$ cat config.mk
export PLATFORM = sky130hd
export DESIGN_NAME = sacl_front_flat
export DESIGN_NICKNAME = d
export VERILOG_FILES = /design/src/hdl/sacl_pkg.sv /design/src/hdl/sacl_if.sv /design/src/hdl/sacl_front.sv /design/src/flat_wrapper.sv
export SDC_FILE = /design/constraint.sdc
export NUM_CORES = 1
export LEC_CHECK = 0
export BUFFER_PORTS_ARGS = -buffer_cell sky130_fd_sc_hd__buf_2
export CAP_MARGIN = 20
export CELL_PAD_IN_SITES_DETAIL_PLACEMENT = 1
export CELL_PAD_IN_SITES_GLOBAL_PLACEMENT = 2
export CORE_MARGIN = 2
export CORE_UTILIZATION = 31
export DETAILED_ROUTE_END_ITERATION = 8
export GPL_ROUTABILITY_DRIVEN = 0
export PLACE_DENSITY_LB_ADDON = 0.12
export SLEW_MARGIN = 5
export SYNTH_ARGS = -nofsm -noshare
export SYNTH_HDL_FRONTEND = slang
export SYNTH_SLANG_ARGS = --single-unit
$ cat constraint.sdc
create_clock -name vclk -period 9.4
set_clock_uncertainty 0.15 [all_clocks]
set_input_delay 1.41 -clock vclk [all_inputs]
set_output_delay 1.41 -clock vclk [all_outputs]
set_load 0.03 [all_outputs]
$ cat src/hdl/sacl_pkg.sv
// shared types and constants for the set-associative lru cache lookup
// no dependencies
`default_nettype none
package sacl_pkg;

  localparam int DEF_MAX_SETS  = 1024;
  localparam int DEF_MAX_WAYS  = 8;
  localparam int DEF_ADDR_BITS = 32;

  localparam int ADDR_W    = 32;
  localparam int CFG_IDX_W = 2;
  localparam int CFG_DAT_W = 4;
  localparam int RANK_W    = 3;
  localparam int NWAYS_W   = 3;   // ways in use minus one, up to 8 ways
  localparam int WAYOUT_W  = 3;
  localparam int CNT_W     = 32;
  localparam int FIFO_DEPTH = 2;

  typedef enum logic [CFG_IDX_W-1:0] {
    CFG_OFFSET_BITS = 2'd0,
    CFG_SET_BITS    = 2'd1,
    CFG_WAYS_LOG    = 2'd2
  } cfg_idx_e;

  typedef struct packed {
    logic [3:0] offset_bits;
    logic [3:0] set_bits;
    logic [1:0] ways_log;
  } cfg_t;

  localparam logic [3:0] RST_OFFSET_BITS = 4'd4;
  localparam logic [3:0] RST_SET_BITS    = 4'd6;
  localparam logic [1:0] RST_WAYS_LOG    = 2'd0;

endpackage
`default_nettype wire

$ cat src/hdl/sacl_if.sv
// handshake interfaces for the address, result and configuration channels
// depends on sacl_pkg
`default_nettype none
interface sacl_in_if;
  logic                        valid;
  logic                        ready;
  logic [sacl_pkg::ADDR_W-1:0] address;
  modport source (output valid, output address, input ready);
  modport sink   (input valid, input address, output ready);
endinterface

`default_nettype wire

$ cat src/hdl/sacl_front.sv
// front end: splits an address into set index and tag, sizes the way count
// depends on sacl_pkg and sacl_if
`default_nettype none
module sacl_front #(
  parameter int MAX_SETS  = sacl_pkg::DEF_MAX_SETS,
  parameter int MAX_WAYS  = sacl_pkg::DEF_MAX_WAYS,
  parameter int ADDR_BITS = sacl_pkg::DEF_ADDR_BITS,
  parameter int IDX_W     = 1,
  parameter int TAG_W     = 32
) (
  input  sacl_pkg::cfg_t cfg_i,
  input  logic           en_i,
  sacl_in_if.sink        in_if,
  output logic           push_valid_o,
  input  logic           push_ready_i,
  output logic [IDX_W+TAG_W+sacl_pkg::NWAYS_W-1:0] push_data_o
);

  localparam int SB_MAX = $clog2(MAX_SETS + 1) - 1;
  localparam logic [sacl_pkg::ADDR_W-1:0] ADDR_MASK = (ADDR_BITS >= sacl_pkg::ADDR_W) ?
      {sacl_pkg::ADDR_W{1'b1}} : sacl_pkg::ADDR_W'((64'd1 << ADDR_BITS) - 64'd1);

  logic [sacl_pkg::ADDR_W-1:0]  addr_m, set_mask, off_sh, tag_sh;
  logic [3:0]                   ob;
  logic [4:0]                   sb;
  logic [5:0]                   tag_shift;
  logic [3:0]                   nways;
  logic [IDX_W-1:0]             set_idx;
  logic [TAG_W-1:0]             tag;
  logic [sacl_pkg::NWAYS_W-1:0] nways_m1;

  always_comb begin
    addr_m    = in_if.address & ADDR_MASK;
    ob        = (cfg_i.offset_bits > 4'd8) ? 4'd8 : cfg_i.offset_bits;
    sb        = (int'(cfg_i.set_bits) > SB_MAX) ? 5'(SB_MAX) : 5'(cfg_i.set_bits);
    set_mask  = (32'd1 << sb) - 32'd1;
    off_sh    = addr_m >> ob;
    set_idx   = IDX_W'(off_sh & set_mask);
    tag_shift = 6'(ob) + 6'(sb);
    tag_sh    = addr_m >> tag_shift;
    tag       = TAG_W'(tag_sh);
    nways     = 4'd1 << cfg_i.ways_log;
    if (int'(nways) > MAX_WAYS) begin
      nways = 4'(MAX_WAYS);
    end
    nways_m1  = sacl_pkg::NWAYS_W'(nways - 4'd1);
  end

  // no item enters while the store is being cleared
  assign in_if.ready  = en_i & push_ready_i;
  assign push_valid_o = en_i & in_if.valid;
  assign push_data_o  = {nways_m1, tag, set_idx};

endmodule
`default_nettype wire

$ cat src/flat_wrapper.sv
// flat-port wrapper written by rule: the top's interface ports become plain ports
module sacl_front_flat 
#(
  parameter int MAX_SETS  = sacl_pkg::DEF_MAX_SETS,
  parameter int MAX_WAYS  = sacl_pkg::DEF_MAX_WAYS,
  parameter int ADDR_BITS = sacl_pkg::DEF_ADDR_BITS,
  parameter int IDX_W     = 1,
  parameter int TAG_W     = 32
)
  (cfg_i, en_i, push_valid_o, push_ready_i, push_data_o, in_if_valid, in_if_address, in_if_ready);
  sacl_in_if in_if_i ();
  input  sacl_pkg::cfg_t cfg_i;
  input  logic en_i;
  output logic push_valid_o;
  input  logic push_ready_i;
  output logic [IDX_W+TAG_W+sacl_pkg::NWAYS_W-1:0] push_data_o;
  input wire logic [$bits(in_if_i.valid)-1:0] in_if_valid;
  input wire logic [$bits(in_if_i.address)-1:0] in_if_address;
  output wire logic [$bits(in_if_i.ready)-1:0] in_if_ready;
  assign in_if_i.valid = in_if_valid;
  assign in_if_i.address = in_if_address;
  assign in_if_ready = in_if_i.ready;
  sacl_front #(.MAX_SETS(MAX_SETS), .MAX_WAYS(MAX_WAYS), .ADDR_BITS(ADDR_BITS), .IDX_W(IDX_W), .TAG_W(TAG_W)) u_core (.cfg_i(cfg_i), .en_i(en_i), .in_if(in_if_i), .push_valid_o(push_valid_o), .push_ready_i(push_ready_i), .push_data_o(push_data_o));
endmodule
Word level (Yosys, flattened, before mapping)
Index checks and enable logic that the tools add are counted.
{ "word_totals": {"out_inout_bits": 38, "inputBits": 45, "word_cells": 16, "ff_bits": 0} }
{ "op_classes": {"n_shift": 4, "n_bitwise": 3, "addsub": 3, "n_lt_le_gt_ge": 3, "n_mux": 3} }
{ "op_table": {"columns": ["operator", "count"], "rows": [
  [">> shifter 32 x 4 -> 1 bit", 1],
  [">> shifter 32 x 6 -> 32 bit", 1],
  ["> comparator 4 bit, second input constant", 3],
  ["2-to-1 mux 4 bit", 2],
  ["adder 4 x 5 -> 6 bit", 1],
  ["left shift 1 x 5 -> 1 bit, first input constant", 1],
  ["left shift 1 x 2 -> 4 bit, first input constant", 1],
  ["AND 1 bit", 3],
  ["2-to-1 mux 3 bit", 1],
  ["subtractor 3 x 1 -> 3 bit, second input constant", 1],
  ["subtractor 1 bit, second input constant", 1]
]} }

Depth between registers and ports, before layout
Gate-level depths: netlist of the first run.
{ "depth": {"word_depth": 5, "depth_mapped": 12, "depth_no_buf": 10} }

Worst setup path before layout of the first run
Ideal clock, no wire load.
{ "synth_path": {"path_type": "input to output", "from": "input port cfg_i[4] (netlist name)", "to": "output port push_data_o[3] (netlist name)", "path_slack_ns": 3.392, "arrival_ns": 4.448, "n_path_buf": 3, "cell_stages": 11, "t_required_ns": 7.840, "path_cell_list": "o21ai_1 nand3_1 fa_1 clkbuf_1 inv_1 buf_2 clkbuf_1 a211oi_1 a211oi_1 a21o_1 a221oi_1"} }
{ "synth_between": {"elab_chain_cells": 4} }
{ "synth_lines": {"columns": ["element", "line", "source"], "rows": [
  ["from (decl)", "flat_wrapper.sv:12", "input sacl_pkg::cfg_t cfg_i;"],
  ["> comparator 4 bit", "sacl_front.sv:35", "sb = (int'(cfg_i.set_bits) > SB_MAX) ? 5'(SB_MAX) : 5'(cfg_i.set_bits);"],
  ["2-to-1 mux 4 bit *", "sacl_front.sv:35", null],
  ["adder 4 x 5 -> 6 bit *", "sacl_front.sv:39", "tag_shift = 6'(ob) + 6'(sb);"],
  [">> shifter 32 x 6 -> 32 bit *", "sacl_front.sv:40", "tag_sh = addr_m >> tag_shift;"],
  ["to (decl)", "flat_wrapper.sv:16", "output logic [IDX_W+TAG_W+sacl_pkg::NWAYS_W-1:0] push_data_o;"]
]} }
Mark *: on every way between the ends. The rest lies on a longest branch, timed or not.

Worst setup path in the final report of the first run
{ "layout_path": {"from": "input port cfg_i[6] (netlist name)", "to": "output port push_data_o[1] (netlist name)"} }
{ "layout_between": {"elab_chain_cells": 4} }
{ "layout_lines": {"columns": ["element", "line", "source"], "rows": [
  ["> comparator 4 bit", "sacl_front.sv:34", "ob = (cfg_i.offset_bits > 4'd8) ? 4'd8 : cfg_i.offset_bits;"],
  ["2-to-1 mux 4 bit *", "sacl_front.sv:34", null],
  ["adder 4 x 5 -> 6 bit *", "sacl_front.sv:39", null],
  [">> shifter 32 x 6 -> 32 bit *", "sacl_front.sv:40", null]
]} }
Marks and branches as above.

==> results of run 1 <==
==> through the flow <==
stage	instances	util	hold slack, ps
global route	369	0.386	2950
detailed placement	369	0.386	2940
floorplan	227	-	2850
CTS	369	0.386	2940
global placement	369	0.386	2940
finish	369	0.386	2940
==> path summary, 6_finish.rpt <==
path	from	to	slack (ps)	cells after the start
setup / recovery	cfg_i[6]	push_data_o[1]	2630	10
hold / removal	cfg_i[1]	push_data_o[34]	2940	2
==> cell families (layout without fill, tap and decap cells) <==
kind of cell    Yosys count  after routing  share of synthesized area
fa+ha+maj                 4              4                     0.0289
xor+xnor                  2              2                    0.00879
mux                      57             57                      0.484
buf+inv                  25             90                     0.0621
compound gates           55             55                      0.208
simple gates             84             84                      0.208
==> power breakdown <==
part | leakage, nW | total (mW) | switching (mW) | internal (mW)
Combinational | 1.12 | 0.336 | 0.211 | 0.124
Sequential | 0 | 0 | 0 | 0
Clock | 0 | 0 | 0 | 0
Total | 1.12 | 0.336 | 0.211 | 0.124
==> layer usage <==
layer | vias up | GRT usage | wire length [um]
li1 | 1034 | - | -
met1 | 1097 | 0.265 | 3140
met2 | 78 | 0.350 | 3680
met3 | 8 | 0.0177 | 375
met4 | 0 | 0.0103 | 71
met5 | - | 0 | 0
==> cell usage after synthesis, types with 2 or more instances <==
cell / n / area share
nor2_1: 27 / 0.051
mux2i_1: 24 / 0.12
mux4_2: 22 / 0.25
nand2_1: 19 / 0.036
clkbuf_1: 13 / 0.024
a21oi_1: 10 / 0.025
and2_1: 7 / 0.022
mux4_1: 7 / 0.092
nor2b_1: 7 / 0.022
nand3_1: 6 / 0.015
a211oi_1: 5 / 0.019
a21o_1: 5 / 0.019
and3_1: 5 / 0.016
inv_1: 5 / 0.0094
mux2_2: 4 / 0.023
o21ai_0: 4 / 0.010
a221oi_1: 3 / 0.013
buf_2: 3 / 0.0075
buf_6: 3 / 0.017
ha_1: 3 / 0.019
o211a_1: 3 / 0.015
o211ai_1: 3 / 0.011
o21ai_1: 3 / 0.0075
o221ai_1: 3 / 0.013
o22a_1: 3 / 0.013
nand2b_1: 2 / 0.0063
nand4_1: 2 / 0.0063
o21a_1: 2 / 0.0075
o32a_1: 2 / 0.010
==> cell type report <==
cell class,count,area [sq um]
inverter,5,18.8
timing repair buffer,85,430
tap,77,96.3
multi-input combinational,202,1880
fill,796,3850
==> worst max-delay path, stage by stage <==
cell and delay (ps):
buf_2 130, nor2b_1 560, nand3_1 200, fa_1 950, inv_1 550, mux4_2 620
mux2i_1 220, mux2i_1 130, o211a_1 240, buf_2 170
==> run summary, run 1 <==
Relative slew slack: 0.496
Fraction of layout cells with a size suffix above 1: 0.411
First-pass GRT wire length: 11200 um
Vias in the first global route: 2116
Core Footprint: 0.00628 sq mm
Distinct cells, synth: 51
Iteration-0 DRC Markers: 122
Maximum clock rate: 0.148 GHz
Tot Pwr: 336 uW
Setup crit start kind: input port
CP Max Fanout: 21
GRT Total Usage: 0.194
Initial Utilization: 0.318
Reg area: 0 sq um
Chip Width: 84.2 um
Warnings, synthesis: 0
DP Wirelength: 6140 um
Worst setup EP type: output pin
RSZ-0062 raised after global routing: no
Row cnt: 29
# clk buffers: 0
Routed WL: 7270 um
IO Port Bufs: 83
Most frequent cells in the layout: buf_2, nor2_1, mux2i_1
Seq cells: 0
Static leakage: 1.12 nW
Max-Cap Viols: 0
Pre-Repair DR Iteration Count: 4
Syn Nets: 276
Dpl ws: 2590 ps
Synth-to-layout area growth: 21.5%
Slew Viols, Final: 0
Average wire per standard cell: 19.7 um
Tmin final: 6770 ps
Post-route setup slack: 2630 ps
Most common cell after layout, fill and taps aside: buf_2
ANT cells: 0
Initial antenna violation count: 0
Final hold violations: 0
Die area: 0.00709 sq mm
Seq/Total Area, Yosys: 0
Post-Layout Inst Area: 0.00242 sq mm
Setup violators final: 0
Worst-Margin Slew: 756 ps
Hold WC Path Type: input port to output pin
Total congestion overflow: 0
Final period utilization: 0.721
PwrDens: 139 mW/mm^2
Vias post-DR: 2217
Nets: 343
Worst Path Arrival: 5210 ps
Number of setup buffers added after CTS: 0
Boundary Pins: 83
Largest net degree at the start of global routing: 37
Hold buffer count at cts: 0
Vias per inst: 6.01
Data required, critical path: 7840 ps
Critical path class: input port to output pin
Post-DP Area: 0.00242 sq mm
Post-CTS Resized: 0
Worst ir drop on vdd: 0.0577 mV
Setup TNS: 0 ps
DRC violations left: 0
Die Ht: 84.2 um
Post-Synthesis Cell Area: 0.00199 sq mm
Antenna-violating nets left: 0
Syn Inst Count: 227
Status: finished, final reports clean
Post-Syn Area per Cell: 8.78 sq um
(Power assumes the default switching activity.)
==> run 2: changes to the inputs <==
--- a/config.mk
+++ b/config.mk
@@ -10,7 +10,7 @@
 export CELL_PAD_IN_SITES_DETAIL_PLACEMENT = 1
 export CELL_PAD_IN_SITES_GLOBAL_PLACEMENT = 2
 export CORE_MARGIN = 2
-export CORE_UTILIZATION = 31
+export CORE_UTILIZATION = 29
 export DETAILED_ROUTE_END_ITERATION = 8
 export GPL_ROUTABILITY_DRIVEN = 0
 export PLACE_DENSITY_LB_ADDON = 0.12
==> constraint.sdc (replaced) <==
create_clock -name vclk -period 6.4
set_clock_uncertainty 0.15 [all_clocks]
set_input_delay 0.96 -clock vclk [all_inputs]
set_output_delay 0.96 -clock vclk [all_outputs]
set_load 0.03 [all_outputs]
==> run 2 against run 1 <==
  * Non-clock buffer count grew 4
  * Combinational power grew 48%
  * Routed wire length grew 3.1%
  * Clock-buffer cell count did not move
  * Critical endpoint is now push_data_o[6]
==> run summary, run 2 (synthesis gave the netlist of run 1 again) <==
Maximum clock rate: 0.188 GHz
Tmin final: 5320 ps
Final hold violations: 0 (unchanged)
Seq cells: 0 (unchanged)
Most common cell after layout, fill and taps aside: buf_2
# clk buffers: 0 (unchanged)
Synth-to-layout area growth: 23.2%
Fraction of layout cells with a size suffix above 1: 0.419 (+0.00796)
Switch Pwr: 312 uW (+48%)
Sequential Power Share: 0 (unchanged)
Largest net degree at the start of global routing: 22 (-41%)
Worst Path Arrival: 4210 ps (-1000 ps)
Worst setup EP type: output pin
Static leakage: 1.14 nW (+1.7%)
Most frequent cells in the layout: buf_2, nor2_1, mux2i_1
Post-route core utilization: 0.366 (-0.0203)
Vias post-DR: 2183 (-1.5%)
Data required, critical path: 5290 ps (-2550 ps)
Setup violators final: 0 (unchanged)
Boundary Pins: 83 (unchanged)
Pre-Repair DR Iteration Count: 4 (unchanged)
Die Ht: 86.9 um (+3.2%)
Iteration-0 DRC Markers: 70 (-43%)
Row cnt: 30 (+3.4%)
Worst-Margin Slew: 921 ps (+165 ps)
Die area: 0.00755 sq mm (+6.6%)
Status: finished, final reports clean
Average wire per standard cell: 19.9 um (+1.2%)
Vias in the first global route: 2202 (+4.1%)
Initial Utilization: 0.297 (-0.0209)
Setup TNS: 0 ps (unchanged)
ANT cells: 0 (unchanged)
Max-Cap Viols: 0 (unchanged)
Chip Width: 86.9 um (+3.2%)
Antenna-violating nets left: 0 (unchanged)
Combinational share of power: 1.000 (about the same)
Vias per inst: 5.81 (-3.4%)
Int Pwr: 186 uW (+49%)
Slew Viols, Final: 0 (unchanged)
IO Port Bufs: 83 (unchanged)
Initial antenna violation count: 0 (unchanged)
Setup crit start kind: input port
Hold buffer count at cts: 0 (unchanged)
Switching share of power: 0.627 (-0.00221)
DP Wirelength: 6360 um (+3.6%)
Number of setup buffers added after CTS: 0 (unchanged)
DRC violations left: 0 (unchanged)
Critical path class: input port to output pin
First-pass GRT wire length: 12000 um (+6.9%)
Routed WL: 7500 um (+3.1%)
RSZ-0062 raised after global routing: no
Core Footprint: 0.00672 sq mm (+7.0%)
Relative slew slack: 0.385 (-0.110)
Hold WC Path Type: input port to output pin
PwrDens: 202 mW/mm^2 (+46%)
CP Max Fanout: 21 (unchanged)
Worst ir drop on vdd: 0.0375 mV (-35%)
Total congestion overflow: 0 (unchanged)
GRT Total Usage: 0.200 (+0.00570)
Post-CTS Resized: 0 (unchanged)
Final period utilization: 0.831
Nets: 347 (+1.2%)
Reg area: 0 sq um (unchanged)
Clock share of power: 0 (unchanged)
run 2: per-layer routing:
layer / wire length [um] / global-route usage / part of all wire / up-vias
met3: 431 / 0.0237 / 0.057 / 6
met5: 0 / 0 / 0 / -
met2: 3660 / 0.340 / 0.49 / 77
met4: 61 / 0.0199 / 0.0081 / 0
li1: - / - / - / 1041
met1: 3340 / 0.281 / 0.45 / 1059
run 2: final timing paths:
check	startpoint	endpoint	slack, ps	cells past startpoint
max	cfg_i[4]	push_data_o[6]	1080	12
min	cfg_i[1]	push_data_o[34]	2040	2
run 2: critical path, stage by stage:
cell and delay [ps]:
buf_2 120, o21ai_1 320, nand3_1 150, fa_1 430
buf_4 210, inv_1 570, nand4_1 170, o211ai_1 230
nand2_1 150, o211a_1 290, a221oi_1 340, buf_2 260
run 2: per-stage QoR:
step	worst slack, ps	power [mW]	hold WS, ps	instances	instance area, sq um
floorplan	1290	0.364	1950	227	1990
global placement	1170	0.498	2040	376	2460
detailed placement	1100	0.500	2040	376	2460
CTS	1080	0.501	2050	376	2460
global route	796	0.537	2050	376	2460
finish	1080	0.497	2040	376	2460
run 2: cell type report:
cell class / count / area (sq um)
Multi-Input combinational cell: 202 / 1880
Tap cell: 80 / 100
Timing Repair Buffer: 89 / 460
Fill cell: 816 / 4260
Inverter: 5 / 18.8
run 2: power by group through the flow:
| stage | clock (mW) | combinational, mW | sequential [mW] |
|---|---|---|---|
| CTS | 0 | 0.501 | 0 |
| finish | 0 | 0.497 | 0 |
| detailed placement | 0 | 0.500 | 0 |
| global placement | 0 | 0.498 | 0 |
| floorplan | 0 | 0.364 | 0 |
| global route | 0 | 0.537 | 0 |
