## src/hdl/sacl_pkg.sv

```systemverilog
// shared types and constants for the set-associative lru cache lookup
// no dependencies
`default_nettype none
package sacl_pkg;

  localparam int DEF_MAX_SETS  = 1024;
  localparam int DEF_MAX_WAYS  = 8;
  localparam int DEF_ADDR_BITS = 32;

  localparam int ADDR_W    = 32;
  localparam int CFG_IDX_W = 2;
  localparam int CFG_DAT_W = 4;
  localparam int RANK_W    = 3;
  localparam int NWAYS_W   = 3;   // ways in use minus one, up to 8 ways
  localparam int WAYOUT_W  = 3;
  localparam int CNT_W     = 32;
  localparam int FIFO_DEPTH = 2;

  typedef enum logic [CFG_IDX_W-1:0] {
    CFG_OFFSET_BITS = 2'd0,
    CFG_SET_BITS    = 2'd1,
    CFG_WAYS_LOG    = 2'd2
  } cfg_idx_e;

  typedef struct packed {
    logic [3:0] offset_bits;
    logic [3:0] set_bits;
    logic [1:0] ways_log;
  } cfg_t;

  localparam logic [3:0] RST_OFFSET_BITS = 4'd4;
  localparam logic [3:0] RST_SET_BITS    = 4'd6;
  localparam logic [1:0] RST_WAYS_LOG    = 2'd0;

endpackage
`default_nettype wire

```

## src/hdl/sacl_fifo.sv

```systemverilog
// small queue between front and back end
// depends on sacl_pkg
`default_nettype none
module sacl_fifo #(
  parameter int WIDTH = 8
) (
  input  logic             clk_i,
  input  logic             rst_ni,
  input  logic             push_valid_i,
  output logic             push_ready_o,
  input  logic [WIDTH-1:0] push_data_i,
  output logic             pop_valid_o,
  input  logic             pop_ready_i,
  output logic [WIDTH-1:0] pop_data_o
);

  localparam int DEPTH = sacl_pkg::FIFO_DEPTH;
  localparam int PTR_W = $clog2(DEPTH);

  logic [WIDTH-1:0] mem_q [DEPTH];
  logic [PTR_W-1:0] wr_ptr_q, rd_ptr_q;
  logic [PTR_W:0]   cnt_q;
  logic             do_push, do_pop;

  assign push_ready_o = (int'(cnt_q) < DEPTH);
  assign pop_valid_o  = (cnt_q != '0);
  assign pop_data_o   = mem_q[rd_ptr_q];
  assign do_push      = push_valid_i & push_ready_o;
  assign do_pop       = pop_valid_o & pop_ready_i;

  always_ff @(posedge clk_i) begin
    if (do_push) begin
      mem_q[wr_ptr_q] <= push_data_i;
    end
  end

  always_ff @(posedge clk_i or negedge rst_ni) begin
    if (!rst_ni) begin
      wr_ptr_q <= '0;
      rd_ptr_q <= '0;
      cnt_q    <= '0;
    end else begin
      if (do_push) begin
        wr_ptr_q <= (int'(wr_ptr_q) == DEPTH - 1) ? '0 : wr_ptr_q + 1'b1;
      end
      if (do_pop) begin
        rd_ptr_q <= (int'(rd_ptr_q) == DEPTH - 1) ? '0 : rd_ptr_q + 1'b1;
      end
      cnt_q <= cnt_q + (PTR_W+1)'(do_push) - (PTR_W+1)'(do_pop);
    end
  end

endmodule
`default_nettype wire

```

## config.mk

```make
export PLATFORM = sky130hd
export DESIGN_NAME = sacl_fifo
export DESIGN_NICKNAME = d
export VERILOG_FILES = /design/src/hdl/sacl_pkg.sv /design/src/hdl/sacl_fifo.sv
export SDC_FILE = /design/constraint.sdc
export NUM_CORES = 1
export LEC_CHECK = 0
export BUFFER_PORTS_ARGS = -buffer_cell sky130_fd_sc_hd__buf_2
export CORE_MARGIN = 2
export CORE_UTILIZATION = 52
export CTS_BUF_LIST = sky130_fd_sc_hd__clkbuf_2 sky130_fd_sc_hd__clkbuf_4 sky130_fd_sc_hd__clkbuf_8
export CTS_CLUSTER_DIAMETER = 120
export DETAILED_ROUTE_END_ITERATION = 10
export GPL_ROUTABILITY_DRIVEN = 0
export HOLD_SLACK_MARGIN = 0.08
export PLACE_DENSITY = 0.88
export REMOVE_ABC_BUFFERS = 1
export SETUP_SLACK_MARGIN = 0.1
export SLEW_MARGIN = 20
export SYNTH_ARGS = -nofsm -noshare
export SYNTH_HDL_FRONTEND = slang
export SYNTH_SLANG_ARGS = --single-unit
```

## constraint.sdc

```tcl
create_clock -name clk_i -period 1.7 [get_ports clk_i]
set_clock_uncertainty 0.2 [all_clocks]
set_input_delay 0.34 -clock clk_i [delete_from_list [all_inputs] [get_ports clk_i]]
set_output_delay 0.34 -clock clk_i [all_outputs]
set_load 0.005 [all_outputs]
```

; ---- After elaboration in Yosys (flattened, before gate mapping)
; Memories as Yosys holds them, arrays and structs flattened.
; Cells that the tools add are included.
[totals]
ff_bits = 4
ram_bits = 16
in_bits = 12
out_inout_bits = 10
elab_cells = 16
mem_count = 1
[mem_list]
columns = memory, words, word_bits, read_ports, rd_clocked_by_memory_dff, wr, line
row1 = mem_q, 2, 8, 1, 0, 1, sacl_fifo.sv:20  ; logic [WIDTH-1:0] mem_q [DEPTH];
[classes]
addsub = 4
magnitude_cmp = 1
muxes = 4
bitwise = 2
reduce_logical = 1
[ops]
columns = op, n
row1 = $mux 1, 4
row2 = $add 1x1->1 const B, 2
row3 = $add 2x1->2, 1
row4 = $and 1x1->1, 2
row5 = $lt 2x2->1 const B, 1
row6 = $reduce_bool 2->1, 1
row7 = $sub 2x1->2, 1

; ---- Longest topological paths before layout
; Gate-level depths: netlist (run 1).
[depth]
word_depth = 4
mapped_depth = 5
mapped_depth_nobuf = 5

; ---- Worst setup path after synthesis (run 1)
; OpenSTA, ideal clock, no wires.
[synth_timing]
path_kind = reg-to-reg
startpoint = register cnt_q[1]
endpoint = memory mem_q[0][0] (enable)
setup_time_ps = 373
arrival_ps = 1008
path_slack_ps = 118
path_stages_with_launch = 3
n_path_buf = 0
period_less_slack_ps = 1582
path_cell_list = dfrtp_1 -> nor2b_2 -> nor2b_1
[synth_between]
elab_chain_len = 4
[synth_rtl]
columns = item, line
row1 = "start, declared", sacl_fifo.sv:22  ; logic [PTR_W:0] cnt_q;
row2 = "start signal, assigned", sacl_fifo.sv:49  ; cnt_q <= cnt_q + (PTR_W+1)'(do_push) - (PTR_W+1)'(do_pop);
row3 = $lt 2x2->1, sacl_fifo.sv:25  ; assign push_ready_o = (int'(cnt_q) < DEPTH);
row4 = $and 1x1->1, sacl_fifo.sv:28  ; assign do_push = push_valid_i & push_ready_o;
row5 = $mux 1, sacl_fifo.sv:32  ; if (do_push) begin
row6 = $mux 1 (implied by the code), sacl_fifo.sv:33  ; mem_q[wr_ptr_q] <= push_data_i;
row7 = "end, declared", sacl_fifo.sv:20
; No other way between the ends.

; ---- Final worst setup path (run 1)
[layout_timing]
startpoint = register rd_ptr_q
endpoint = output pop_data_o[2]
[layout_between]
elab_chain_len = 1
[layout_rtl]
columns = item, line
row1 = "start, declared", sacl_fifo.sv:21  ; logic [PTR_W-1:0] wr_ptr_q, rd_ptr_q;
row2 = "start signal, assigned", sacl_fifo.sv:47  ; rd_ptr_q <= (int'(rd_ptr_q) == DEPTH - 1) ? '0 : rd_ptr_q + 1'b1;
row3 = $mem_v2 2x8, n/a
row4 = "end, declared", sacl_fifo.sv:14  ; output logic [WIDTH-1:0] pop_data_o
; No other way between the ends.

==> flow_summary.html, run 1 <==
<table>
<tr><th>Metric</th><th>Value</th></tr>
<tr><th colspan="2">Flow run</th></tr>
<tr><td>MaxCap Viol Count</td><td>0</td></tr>
<tr><th colspan="2">Synthesis</th></tr>
<tr><td>Sequential area share after synthesis</td><td>0.739</td></tr>
<tr><td>Number of distinct library cells after synthesis</td><td>19</td></tr>
<tr><td>Post-synthesis cell type with the largest combined area</td><td>sky130_fd_sc_hd__edfxtp_1</td></tr>
<tr><td>Syn_area_per_cell</td><td>17.5 um2</td></tr>
<tr><td>Warnings, synthesis</td><td>0</td></tr>
<tr><td>Gate count of the mapped netlist</td><td>45</td></tr>
<tr><td>Leading cell types by total area after synthesis</td><td>sky130_fd_sc_hd__edfxtp_1 (61%), sky130_fd_sc_hd__dfrtp_1 (13%), sky130_fd_sc_hd__mux2_1 (11%)</td></tr>
<tr><td>Cell area after technology mapping</td><td>786 um2</td></tr>
<tr><td>Post-synthesis register bit count</td><td>20</td></tr>
<tr><td>Area share of the largest cell type after synthesis</td><td>0.611</td></tr>
<tr><th colspan="2">Clock network</th></tr>
<tr><td>Clock sinks</td><td>20</td></tr>
<tr><td>Clock tree from TritonCTS</td><td>built</td></tr>
<tr><td>Maximum buffer depth of the clock tree</td><td>2</td></tr>
<tr><td>Clock Pin Slew Worst Setup and Hold Paths</td><td>110 ps</td></tr>
<tr><td>Worst-skew pair later-pin latency</td><td>300 ps</td></tr>
<tr><td>Number of buffers added by the clock tree synthesis step</td><td>3</td></tr>
<tr><td>Maximum level of the CTS H-tree</td><td>1</td></tr>
<tr><td>Root Buffer</td><td>sky130_fd_sc_hd__clkbuf_4</td></tr>
<tr><th colspan="2">Detailed routing</th></tr>
<tr><td>Iteration count of the initial detailed-routing pass</td><td>4</td></tr>
<tr><td>Aggregate routed wire length</td><td>1680 um</td></tr>
<tr><td>Count of unresolved DRC violations after routing</td><td>0</td></tr>
<tr><td>Routed vias/inst</td><td>5.26</td></tr>
<tr><td>Violation count after the first detailed-route iteration</td><td>12</td></tr>
<tr><td>Remaining antenna violation count</td><td>0</td></tr>
<tr><td>Overall via count from detail_route</td><td>537</td></tr>
<tr><td>Routed wire length per instance</td><td>16.4 um</td></tr>
<tr><th colspan="2">GRT</th></tr>
<tr><td>Vias in the first global route</td><td>551</td></tr>
<tr><td>Largest net degree at the start of global routing</td><td>12</td></tr>
<tr><td>Number of antenna violations at the first check in global routing</td><td>0</td></tr>
<tr><td>Wire length of the first global-routing pass</td><td>2480 um</td></tr>
<tr><td>Overflow left after global routing</td><td>0</td></tr>
<tr><td>GRT Overall Usage</td><td>0.193</td></tr>
<tr><th colspan="2">Worst setup path</th></tr>
<tr><td>Data arrival time of the critical path</td><td>1280 ps</td></tr>
<tr><td>CP endpoint kind</td><td>primary output</td></tr>
<tr><td>Required @ worst endpoint</td><td>1160 ps</td></tr>
<tr><td>Classification of the worst setup path</td><td>flip-flop to primary output</td></tr>
<tr><td>CP startpoint kind</td><td>flip-flop</td></tr>
<tr><td>Max Fanout on Critical Path</td><td>5</td></tr>
<tr><th colspan="2">Floorplan</th></tr>
<tr><td>Core area</td><td>1450 um2</td></tr>
<tr><td>Number of cell rows</td><td>14</td></tr>
<tr><td>Starting density of the core</td><td>0.540</td></tr>
<tr><td>Number of top-level design ports</td><td>22</td></tr>
<tr><td>Die Y</td><td>42.9 um</td></tr>
<tr><td>Full die area</td><td>1840 um2</td></tr>
<tr><td>Die width</td><td>42.9 um</td></tr>
<tr><th colspan="2">Power and ir drop</th></tr>
<tr><td>Static leakage</td><td>0.510 nW</td></tr>
<tr><td>Max IR drop VDD</td><td>0.000987 V</td></tr>
<tr><td>Power density over the cells</td><td>1570 nW/um2</td></tr>
<tr><th colspan="2">Final layout</th></tr>
<tr><td>Final standard cell count with taps included and fillers excluded</td><td>102</td></tr>
<tr><td>Fin area</td><td>1200 um2</td></tr>
<tr><td>Fraction of final layout cells with drive strength greater than 1</td><td>0.547</td></tr>
<tr><td>Final-stage net count</td><td>100</td></tr>
<tr><td>Layout Utilization</td><td>0.823</td></tr>
<tr><td>Area growth from synthesis to final layout</td><td>52.2%</td></tr>
<tr><td>Antenna Cells</td><td>0</td></tr>
<tr><th colspan="2">STA</th></tr>
<tr><td>Max transition margin</td><td>0.860</td></tr>
<tr><td>Setup TNS</td><td>-910 ps</td></tr>
<tr><td>Setup violations, final</td><td>8</td></tr>
<tr><td>Period utilisation layout</td><td>1.07</td></tr>
<tr><td>Worst-case hold slack</td><td>162 ps</td></tr>
<tr><td>Clock period minus worst slack</td><td>1820 ps</td></tr>
<tr><td>Endpoints failing hold</td><td>0</td></tr>
<tr><td>Max-slew violation count</td><td>0</td></tr>
<tr><td>Achievable clock frequency</td><td>0.549 GHz</td></tr>
<tr><td>Transition at the pin with the smallest max-transition slack</td><td>203 ps</td></tr>
<tr><td>Setup slack of the critical path after layout</td><td>-122 ps</td></tr>
<tr><td>RSZ-0062 raised after global routing</td><td>yes</td></tr>
<tr><th colspan="2">Placement</th></tr>
<tr><td>DPL Wire Length</td><td>961 um</td></tr>
<tr><td>Port Buf Inserts</td><td>21</td></tr>
<tr><td>Placed cells</td><td>83</td></tr>
<tr><td>Cell area after placement</td><td>921 um2</td></tr>
<tr><th colspan="2">Run status</th></tr>
<tr><td>Violated checks</td><td>setup timing</td></tr>
<tr><td>Outcome</td><td>finished, violations left</td></tr>
<tr><th colspan="2">Worst hold path</th></tr>
<tr><td>Worst hold path class</td><td>input port to flip-flop</td></tr>
</table>
==> area by class of cell <==
cell class | instances | area, um2
Clock buffer | 4 | 36.3
Fill cell | 82 | 258
Inverter | 1 | 3.75
Multi-Input combinational cell | 23 | 230
Sequential cell | 20 | 583
Tap cell | 16 | 20.0
Timing Repair Buffer | 38 | 323
==> through the flow <==
stage               power, mW  setup WS (ps)
finish                   1.88           -122
global route             1.97           -154
CTS                      1.72           -124
detailed placement       1.20           73.3
global placement         1.16            114
floorplan               0.994            118
==> worst max-delay path, stage by stage (launching register included) <==
cell,delay [ps]
sky130_fd_sc_hd__dfrtp_2,430
sky130_fd_sc_hd__buf_6,140
sky130_fd_sc_hd__mux2_4,300
sky130_fd_sc_hd__buf_6,120
==> sequential cells by signal, indices dropped and copies added (netlist names) <==
| register | flops |
|---|---|
| mem_q | 16 |
| rd_ptr_q | 1 |
| wr_ptr_q | 1 |
| cnt_q | 2 |
==> worst paths after layout <==
path	depth (start not counted)	from	slack [ps]	to
min in group asynchronous	2	rst_ni	200	wr_ptr_q
worst max register to register	3	cnt_q[1]	140	mem_q[0][0]
worst min register to register	1	wr_ptr_q	320	wr_ptr_q
worst max-delay path	3	rd_ptr_q	-120	pop_data_o[2]
max in group asynchronous	2	rst_ni	970	rd_ptr_q
worst min-delay path	3	pop_ready_i	160	rd_ptr_q
==> where the power goes <==
group          internal, mW  total [mW]  switching (mW)
Sequential            0.674       0.739          0.0650
Clock                 0.131       0.272           0.142
Combinational         0.542       0.866           0.324
==> layer usage <==
metal	up-vias	part of all wire	global-route usage
met2	23	0.53	0.355
li1	246	-	-
met1	264	0.40	0.216
met4	0	0.017	0.0938
met5	-	0	0
met3	4	0.045	0.0255
==> cells in the mapped netlist <==
library cell,n
sky130_fd_sc_hd__o21ai_0,1
sky130_fd_sc_hd__nor2b_2,1
sky130_fd_sc_hd__xnor2_1,2
sky130_fd_sc_hd__or2_1,1
sky130_fd_sc_hd__nor2_1,1
sky130_fd_sc_hd__dfrtp_1,4
sky130_fd_sc_hd__nand2_1,1
sky130_fd_sc_hd__buf_2,1
sky130_fd_sc_hd__mux2i_1,1
sky130_fd_sc_hd__ha_1,1
sky130_fd_sc_hd__mux2_1,8
sky130_fd_sc_hd__edfxtp_1,16
sky130_fd_sc_hd__a21oi_1,1
sky130_fd_sc_hd__nor3b_1,1
sky130_fd_sc_hd__nand3_1,1
sky130_fd_sc_hd__and2_1,1
sky130_fd_sc_hd__xor2_1,1
sky130_fd_sc_hd__inv_1,1
sky130_fd_sc_hd__nor2b_1,1
==> timing repair <==
action,in CTS,in global routing
buffers inserted,5,1
hold buffers,9,0
resized for setup,14,12
setup endpoints to repair,9,18
pin swaps,1,0
endpoints found under the hold margin,20,0
==> cells by family after synthesis <==
kind of cell	count (synthesis)	share of synthesized area
flip-flops	20	0.739
multiplexers	9	0.127
AND/OR/NAND/NOR	8	0.0605
XOR/XNOR	3	0.0334
AO/OA/AOI/OAI	2	0.0127
buffers and inverters	2	0.0111
adder cells (fa/ha/maj)	1	0.0159
==> cells in the final DEF (no fill, tap or decap) <==
cell	instances
sky130_fd_sc_hd__inv_2	1
sky130_fd_sc_hd__xnor2_1	2
sky130_fd_sc_hd__o21ai_0	1
sky130_fd_sc_hd__dfrtp_1	2
sky130_fd_sc_hd__clkbuf_4	3
sky130_fd_sc_hd__nor2b_2	1
sky130_fd_sc_hd__nor2_1	1
sky130_fd_sc_hd__and2_2	1
sky130_fd_sc_hd__mux2_4	8
sky130_fd_sc_hd__or2_4	1
sky130_fd_sc_hd__mux2i_1	1
sky130_fd_sc_hd__nand2_1	1
sky130_fd_sc_hd__xor2_1	1
sky130_fd_sc_hd__a21oi_1	1
sky130_fd_sc_hd__nor2b_1	1
sky130_fd_sc_hd__buf_6	12
sky130_fd_sc_hd__buf_2	12
sky130_fd_sc_hd__nor3b_1	1
sky130_fd_sc_hd__ha_1	1
sky130_fd_sc_hd__edfxtp_1	16
sky130_fd_sc_hd__dlygate4sd3_1	9
sky130_fd_sc_hd__clkbuf_8	1
sky130_fd_sc_hd__nand3_1	1
sky130_fd_sc_hd__buf_4	5
sky130_fd_sc_hd__dfrtp_2	2
Note: power is estimated with default switching activity, not from simulation.
==> inputs of run 2 (changes only) <==
Settings changed: PLACE_DENSITY 0.88 to 0.8.
Clock period 1.7 ns to 2 ns, I/O delays scaled along.
==> flow_summary.html, run 2 (synthesis gave the netlist of run 1 again) <==
<table>
<tr><th>Metric</th><th>Value</th></tr>
<tr><th colspan="2">Run status</th></tr>
<tr><td>Outcome</td><td>finished clean</td></tr>
<tr><th colspan="2">Power and ir drop</th></tr>
<tr><td>Net switching share of the total power</td><td>0.287</td></tr>
<tr><td>Sequential fraction of design power</td><td>0.536</td></tr>
<tr><td>Total power draw</td><td>1.22 mW</td></tr>
<tr><td>NetSw</td><td>0.351 mW</td></tr>
<tr><td>Max IR drop VDD</td><td>0.000773 V</td></tr>
<tr><td>Internal portion of total power</td><td>0.869 mW</td></tr>
<tr><td>Power density over the cells</td><td>1270 nW/um2</td></tr>
<tr><td>Portion of total power attributed to combinational logic</td><td>0.280</td></tr>
<tr><td>Static leakage</td><td>0.386 nW</td></tr>
<tr><td>Clock group share of total power</td><td>0.184</td></tr>
<tr><th colspan="2">Worst hold path</th></tr>
<tr><td>Worst hold path class</td><td>input port to flip-flop</td></tr>
<tr><th colspan="2">Detailed routing</th></tr>
<tr><td>Iteration count of the initial detailed-routing pass</td><td>2</td></tr>
<tr><td>Overall via count from detail_route</td><td>446</td></tr>
<tr><td>Routed wire length per instance</td><td>14.0 um</td></tr>
<tr><td>Routed vias/inst</td><td>5.13</td></tr>
<tr><td>Aggregate routed wire length</td><td>1220 um</td></tr>
<tr><td>Count of unresolved DRC violations after routing</td><td>0</td></tr>
<tr><td>Remaining antenna violation count</td><td>0</td></tr>
<tr><td>Violation count after the first detailed-route iteration</td><td>2</td></tr>
<tr><th colspan="2">STA</th></tr>
<tr><td>Setup violations, final</td><td>0</td></tr>
<tr><td>Setup TNS</td><td>0 ps</td></tr>
<tr><td>Period utilisation layout</td><td>0.948</td></tr>
<tr><td>Clock period minus worst slack</td><td>1900 ps</td></tr>
<tr><td>RSZ-0062 raised after global routing</td><td>yes</td></tr>
<tr><td>Endpoints failing hold</td><td>0</td></tr>
<tr><td>Max transition margin</td><td>0.748</td></tr>
<tr><td>Worst-case hold slack</td><td>91.7 ps</td></tr>
<tr><td>Max-slew violation count</td><td>0</td></tr>
<tr><td>Transition at the pin with the smallest max-transition slack</td><td>377 ps</td></tr>
<tr><td>Achievable clock frequency</td><td>0.527 GHz</td></tr>
<tr><th colspan="2">Floorplan</th></tr>
<tr><td>Die Y</td><td>42.9 um</td></tr>
<tr><td>Number of top-level design ports</td><td>22</td></tr>
<tr><td>Core area</td><td>1450 um2</td></tr>
<tr><td>Starting density of the core</td><td>0.540</td></tr>
<tr><td>Full die area</td><td>1840 um2</td></tr>
<tr><td>Die width</td><td>42.9 um</td></tr>
<tr><td>Number of cell rows</td><td>14</td></tr>
<tr><th colspan="2">Worst setup path</th></tr>
<tr><td>Required @ worst endpoint</td><td>1400 ps</td></tr>
<tr><td>Max Fanout on Critical Path</td><td>9</td></tr>
<tr><td>Classification of the worst setup path</td><td>flip-flop to primary output</td></tr>
<tr><td>Data arrival time of the critical path</td><td>1300 ps</td></tr>
<tr><td>CP endpoint kind</td><td>primary output</td></tr>
<tr><td>CP startpoint kind</td><td>flip-flop</td></tr>
<tr><th colspan="2">Final layout</th></tr>
<tr><td>Most used cells in the layout excluding fill and tap cells</td><td>sky130_fd_sc_hd__buf_2 (21), sky130_fd_sc_hd__edfxtp_1 (16), sky130_fd_sc_hd__mux2_1 (8), sky130_fd_sc_hd__clkbuf_4 (3), sky130_fd_sc_hd__dfrtp_1 (3)</td></tr>
<tr><td>Fraction of final layout cells with drive strength greater than 1</td><td>0.394</td></tr>
<tr><td>Registers with the highest flip-flop counts</td><td>mem_q (16), cnt_q (2)</td></tr>
<tr><td>Most common cell after layout, fill and taps aside</td><td>sky130_fd_sc_hd__buf_2</td></tr>
<tr><td>Final-stage net count</td><td>85</td></tr>
<tr><td>Layout filler cell count</td><td>101</td></tr>
<tr><td>Antenna Cells</td><td>0</td></tr>
<tr><td>Flip-flop count of the largest register after layout</td><td>16</td></tr>
<tr><td>Register with the most flip-flops</td><td>mem_q</td></tr>
<tr><td>Area growth from synthesis to final layout</td><td>22.3%</td></tr>
<tr><td>Final standard cell count with taps included and fillers excluded</td><td>87</td></tr>
<tr><th colspan="2">Clock network</th></tr>
<tr><td>Maximum level of the CTS H-tree</td><td>1</td></tr>
<tr><td>Post-CTS Setup Inserts</td><td>0</td></tr>
<tr><td>Clock Pin Slew Worst Setup and Hold Paths</td><td>110 ps</td></tr>
<tr><td>Number of buffers added by the clock tree synthesis step</td><td>3</td></tr>
<tr><td>Clock tree from TritonCTS</td><td>built</td></tr>
<tr><td>Root Buffer</td><td>sky130_fd_sc_hd__clkbuf_4</td></tr>
<tr><td>Maximum buffer depth of the clock tree</td><td>2</td></tr>
<tr><td>Clock sinks</td><td>20</td></tr>
<tr><td>Worst-skew pair later-pin latency</td><td>290 ps</td></tr>
<tr><th colspan="2">Placement</th></tr>
<tr><td>DPL Wire Length</td><td>918 um</td></tr>
<tr><td>Port Buf Inserts</td><td>21</td></tr>
<tr><td>Placed cells</td><td>82</td></tr>
<tr><th colspan="2">Flow run</th></tr>
<tr><td>MaxCap Viol Count</td><td>0</td></tr>
<tr><th colspan="2">GRT</th></tr>
<tr><td>Number of antenna violations at the first check in global routing</td><td>0</td></tr>
<tr><td>Wire length of the first global-routing pass</td><td>1910 um</td></tr>
<tr><td>Overflow left after global routing</td><td>0</td></tr>
<tr><td>Vias in the first global route</td><td>452</td></tr>
<tr><td>GRT Overall Usage</td><td>0.146</td></tr>
<tr><td>Largest net degree at the start of global routing</td><td>12</td></tr>
</table>
[run 2: final cells by class]
type | count | area [um2] | share of cell area
flip-flops and latches | 20 | 582 | 0.605
multi-input cells | 23 | 196 | 0.204
repair buffers | 23 | 123 | 0.128
clock buffers | 4 | 36.3 | 0.0378
well taps | 16 | 20.0 | 0.0208
inverters | 1 | 3.75 | 0.00391
[run 2: layer usage]
layer / GRT usage / vias up / part of all wire
met2: 0.264 / 14 / 0.53
li1: - / 215 / -
met4: 0.0375 / 0 / 0
met3: 0.0383 / 0 / 0.051
met5: 0 / - / 0
met1: 0.169 / 217 / 0.42
[run 2: stage by stage]
| stage | cell area (um2) | util | setup WS (ps) |
|---|---|---|---|
| 5_1_grt | 961 | 0.661 | 47.2 |
| 6_report | 961 | 0.661 | 104 |
| 3_3_place_gp | 913 | 0.628 | 356 |
| 2_1_floorplan | 781 | - | 410 |
| 3_5_place_dp | 913 | 0.628 | 288 |
| 4_1_cts | 961 | 0.661 | 103 |
[run 2: power groups by stage]
stage	sequential, mW	clock (mW)	combinational [mW]
after floorplan	0.637	0	0.208
after global placement	0.656	0	0.325
after detailed placement	0.661	0	0.342
after CTS	0.656	0.226	0.346
after global routing	0.669	0.246	0.379
final	0.654	0.224	0.342
[run 2: worst paths after layout]
path                           startpoint       endpoint  slack [ps]  cells past startpoint
max                              rd_ptr_q  pop_data_o[7]         100                      2
min                        push_data_i[0]    mem_q[1][0]          90                      1
max reg2reg                      cnt_q[1]    mem_q[0][5]         380                      3
min reg2reg                      wr_ptr_q       wr_ptr_q         300                      1
max in group asynchronous          rst_ni       rd_ptr_q        1240                      2
min in group asynchronous          rst_ni       wr_ptr_q         220                      2
[run 2: critical path, cell delays in order, from the launching register on]
cell	delay, ps
sky130_fd_sc_hd__dfrtp_2	510
sky130_fd_sc_hd__mux2_1	370
sky130_fd_sc_hd__buf_2	130
[run 2: repair_timing]
item,in CTS,in global routing
hold endpoints to repair,4,0
resized for setup,1,0
hold buffers,1,0
endpoints found under the setup margin,8,8
==> inputs of run 3 (changes only) <==
Settings changed: BUFFER_PORTS_ARGS -buffer_cell sky130_fd_sc_hd__buf_2 to -buffer_cell sky130_fd_sc_hd__buf_4.
Clock period 2 ns to 1.81 ns, I/O delays scaled along.
==> flow_summary.html, run 3 (synthesis gave the netlist of run 1 again) <==
<table>
<tr><th>Metric</th><th>Value</th></tr>
<tr><th colspan="2">Final layout</th></tr>
<tr><td>Registers with the highest flip-flop counts</td><td>mem_q (16), cnt_q (2)</td></tr>
<tr><td>Fraction of final layout cells with drive strength greater than 1</td><td>0.500</td></tr>
<tr><td>Layout Utilization</td><td>0.837</td></tr>
<tr><td>FF/Latch Area</td><td>582 um2</td></tr>
<tr><td>Area growth from synthesis to final layout</td><td>54.9%</td></tr>
<tr><td>Final-stage net count</td><td>100</td></tr>
<tr><td>Most used cells in the layout excluding fill and tap cells</td><td>sky130_fd_sc_hd__buf_4 (18), sky130_fd_sc_hd__edfxtp_1 (16), sky130_fd_sc_hd__buf_6 (11), sky130_fd_sc_hd__dlygate4sd3_1 (9), sky130_fd_sc_hd__mux2_4 (8)</td></tr>
<tr><td>Most common cell after layout, fill and taps aside</td><td>sky130_fd_sc_hd__buf_4</td></tr>
<tr><td>Register with the most flip-flops</td><td>mem_q</td></tr>
<tr><td>Fin area</td><td>1220 um2</td></tr>
<tr><td>Final standard cell count with taps included and fillers excluded</td><td>102</td></tr>
<tr><td>Antenna Cells</td><td>0</td></tr>
<tr><td>Area used by multi-input combinational logic</td><td>226 um2</td></tr>
<tr><td>Layout filler cell count</td><td>71</td></tr>
<tr><td>Flip-flop count of the largest register after layout</td><td>16</td></tr>
<tr><th colspan="2">Floorplan</th></tr>
<tr><td>Die width</td><td>42.9 um</td></tr>
<tr><td>Full die area</td><td>1840 um2</td></tr>
<tr><td>Core area</td><td>1450 um2</td></tr>
<tr><td>Starting density of the core</td><td>0.540</td></tr>
<tr><td>Number of top-level design ports</td><td>22</td></tr>
<tr><td>Number of cell rows</td><td>14</td></tr>
<tr><td>Die Y</td><td>42.9 um</td></tr>
<tr><th colspan="2">Placement</th></tr>
<tr><td>DPL Wire Length</td><td>907 um</td></tr>
<tr><td>Cell area after placement</td><td>973 um2</td></tr>
<tr><td>Port Buf Inserts</td><td>21</td></tr>
<tr><td>Placed cells</td><td>83</td></tr>
<tr><th colspan="2">Clock network</th></tr>
<tr><td>Clock Pin Slew Worst Setup and Hold Paths</td><td>100 ps</td></tr>
<tr><td>Clock sinks</td><td>20</td></tr>
<tr><td>Clock tree from TritonCTS</td><td>built</td></tr>
<tr><td>Number of buffers added by the clock tree synthesis step</td><td>3</td></tr>
<tr><td>Worst-skew pair later-pin latency</td><td>300 ps</td></tr>
<tr><td>Maximum level of the CTS H-tree</td><td>1</td></tr>
<tr><td>Root Buffer</td><td>sky130_fd_sc_hd__clkbuf_4</td></tr>
<tr><td>Maximum buffer depth of the clock tree</td><td>2</td></tr>
<tr><th colspan="2">Worst setup path</th></tr>
<tr><td>Worst-case register-to-register setup slack</td><td>270 ps</td></tr>
<tr><td>FF-to-FF End</td><td>mem_q[1][2]</td></tr>
<tr><td>Classification of the worst setup path</td><td>flip-flop to primary output</td></tr>
<tr><td>Launching point of the worst reg2reg path</td><td>cnt_q[1]</td></tr>
<tr><td>Worst setup path endpoint</td><td>pop_data_o[7]</td></tr>
<tr><td>CP endpoint kind</td><td>primary output</td></tr>
<tr><td>Most used cell, CP</td><td>sky130_fd_sc_hd__buf_6</td></tr>
<tr><td>Data arrival time of the critical path</td><td>1300 ps</td></tr>
<tr><td>Slowest CP cell</td><td>sky130_fd_sc_hd__dfrtp_2</td></tr>
<tr><td>Required @ worst endpoint</td><td>1250 ps</td></tr>
<tr><td>FF-to-FF path depth</td><td>2</td></tr>
<tr><td>Beginning of the critical path</td><td>rd_ptr_q</td></tr>
<tr><td>CP startpoint kind</td><td>flip-flop</td></tr>
<tr><td>Worst-path cell chain</td><td>buf_6, mux2_4, buf_6</td></tr>
<tr><td>Max Fanout on Critical Path</td><td>3</td></tr>
<tr><td>Crit path largest cell delay</td><td>450 ps</td></tr>
<tr><th colspan="2">GRT</th></tr>
<tr><td>Most utilized layer in the global route result</td><td>met2</td></tr>
<tr><td>Number of antenna violations at the first check in global routing</td><td>0</td></tr>
<tr><td>Global routing met1 resource utilization</td><td>0.203</td></tr>
<tr><td>Overflow left after global routing</td><td>0</td></tr>
<tr><td>Vias in the first global route</td><td>511</td></tr>
<tr><td>Met2 Track Usage GR</td><td>0.300</td></tr>
<tr><td>Met3 usage</td><td>0.0255</td></tr>
<tr><td>Largest net degree at the start of global routing</td><td>12</td></tr>
<tr><td>GRT Overall Usage</td><td>0.182</td></tr>
<tr><td>Wire length of the first global-routing pass</td><td>2300 um</td></tr>
<tr><th colspan="2">Detailed routing</th></tr>
<tr><td>Iteration count of the initial detailed-routing pass</td><td>4</td></tr>
<tr><td>Violation count after the first detailed-route iteration</td><td>12</td></tr>
<tr><td>Routed vias/inst</td><td>4.99</td></tr>
<tr><td>Remaining antenna violation count</td><td>0</td></tr>
<tr><td>Count of unresolved DRC violations after routing</td><td>0</td></tr>
<tr><td>Aggregate routed wire length</td><td>1480 um</td></tr>
<tr><td>Routed wire length per instance</td><td>14.5 um</td></tr>
<tr><td>Overall via count from detail_route</td><td>509</td></tr>
<tr><th colspan="2">Flow run</th></tr>
<tr><td>MaxCap Viol Count</td><td>0</td></tr>
<tr><th colspan="2">STA</th></tr>
<tr><td>Setup violations, final</td><td>8</td></tr>
<tr><td>RSZ-0062 raised after global routing</td><td>yes</td></tr>
<tr><td>Transition at the pin with the smallest max-transition slack</td><td>365 ps</td></tr>
<tr><td>Period utilisation layout</td><td>1.03</td></tr>
<tr><td>Setup slack of the critical path after layout</td><td>-53.4 ps</td></tr>
<tr><td>Max-slew violation count</td><td>0</td></tr>
<tr><td>Clock period minus worst slack</td><td>1860 ps</td></tr>
<tr><td>Achievable clock frequency</td><td>0.537 GHz</td></tr>
<tr><td>Max transition margin</td><td>0.757</td></tr>
<tr><td>Setup TNS</td><td>-350 ps</td></tr>
<tr><td>Endpoints failing hold</td><td>0</td></tr>
<tr><th colspan="2">Power and ir drop</th></tr>
<tr><td>Static leakage</td><td>0.519 nW</td></tr>
<tr><td>Max IR drop VDD</td><td>0.00100 V</td></tr>
<tr><td>Total power draw</td><td>1.72 mW</td></tr>
<tr><td>Power density over the cells</td><td>1410 nW/um2</td></tr>
<tr><th colspan="2">Run status</th></tr>
<tr><td>Outcome</td><td>finished, violations left</td></tr>
<tr><td>Violated checks</td><td>setup timing</td></tr>
<tr><th colspan="2">Worst hold path</th></tr>
<tr><td>Worst hold path class</td><td>input port to asynchronous set/reset pin</td></tr>
</table>
run 3: cell types whose count changed in the layout (fill, tap and decap cells not counted):
cell and delta:
sky130_fd_sc_hd__buf_6 +11, sky130_fd_sc_hd__buf_4 +17, sky130_fd_sc_hd__buf_2 -21, sky130_fd_sc_hd__mux2_1 -8, sky130_fd_sc_hd__mux2_4 +8, sky130_fd_sc_hd__dlygate4sd3_1 +8
run 3: final cells by class:
class,instances,share of cell area
multi-input cells,23,0.186
clock buffers,4,0.0298
flip-flops and latches,20,0.478
repair buffers,38,0.287
inverters,1,0.00308
well taps,16,0.0164
run 3: power breakdown:
part	switching [mW]	leakage (nW)	internal (mW)
clock network	0.129	0.0210	0.123
logic	0.271	0.304	0.501
registers	0.0681	0.194	0.631
total	0.467	0.519	1.26
run 3: worst min path at each step:
stage                          end  slack, ps
after detailed placement  cnt_q[0]        -40
after CTS                 rd_ptr_q        140
after global routing      rd_ptr_q        170
after floorplan           cnt_q[0]       -130
after global placement    cnt_q[0]        -40
final                     cnt_q[0]        170
run 3: routing by layer:
metal / wire (um) / up-vias
li1: - / 246
met1: 621 / 238
met2: 731 / 19
met3: 55 / 6
met4: 68 / 0
met5: 0 / -
run 3: worst max-delay path: cells and delay by family, from the launching register on:
kind / cells / cell delay [ps]
multiplexers: 1 / 300
buffers and inverters: 2 / 260
flip-flops: 1 / 450
run 3: repair_timing:
item | in CTS | in global routing
hold endpoints to repair | 20 | 0
setup endpoints to repair | 8 | 9
pin swaps | 0 | 1
hold buffers | 9 | 0
setup buffers | 4 | 2
gates resized for setup | 22 | 0
run 3: per-stage QoR:
step	setup WS [ps]	hold WS (ps)
floorplan	228	-134
global route	-95.6	170
global placement	183	-37.9
CTS	-42.7	143
finish	-53.4	172
detailed placement	173	-38.2
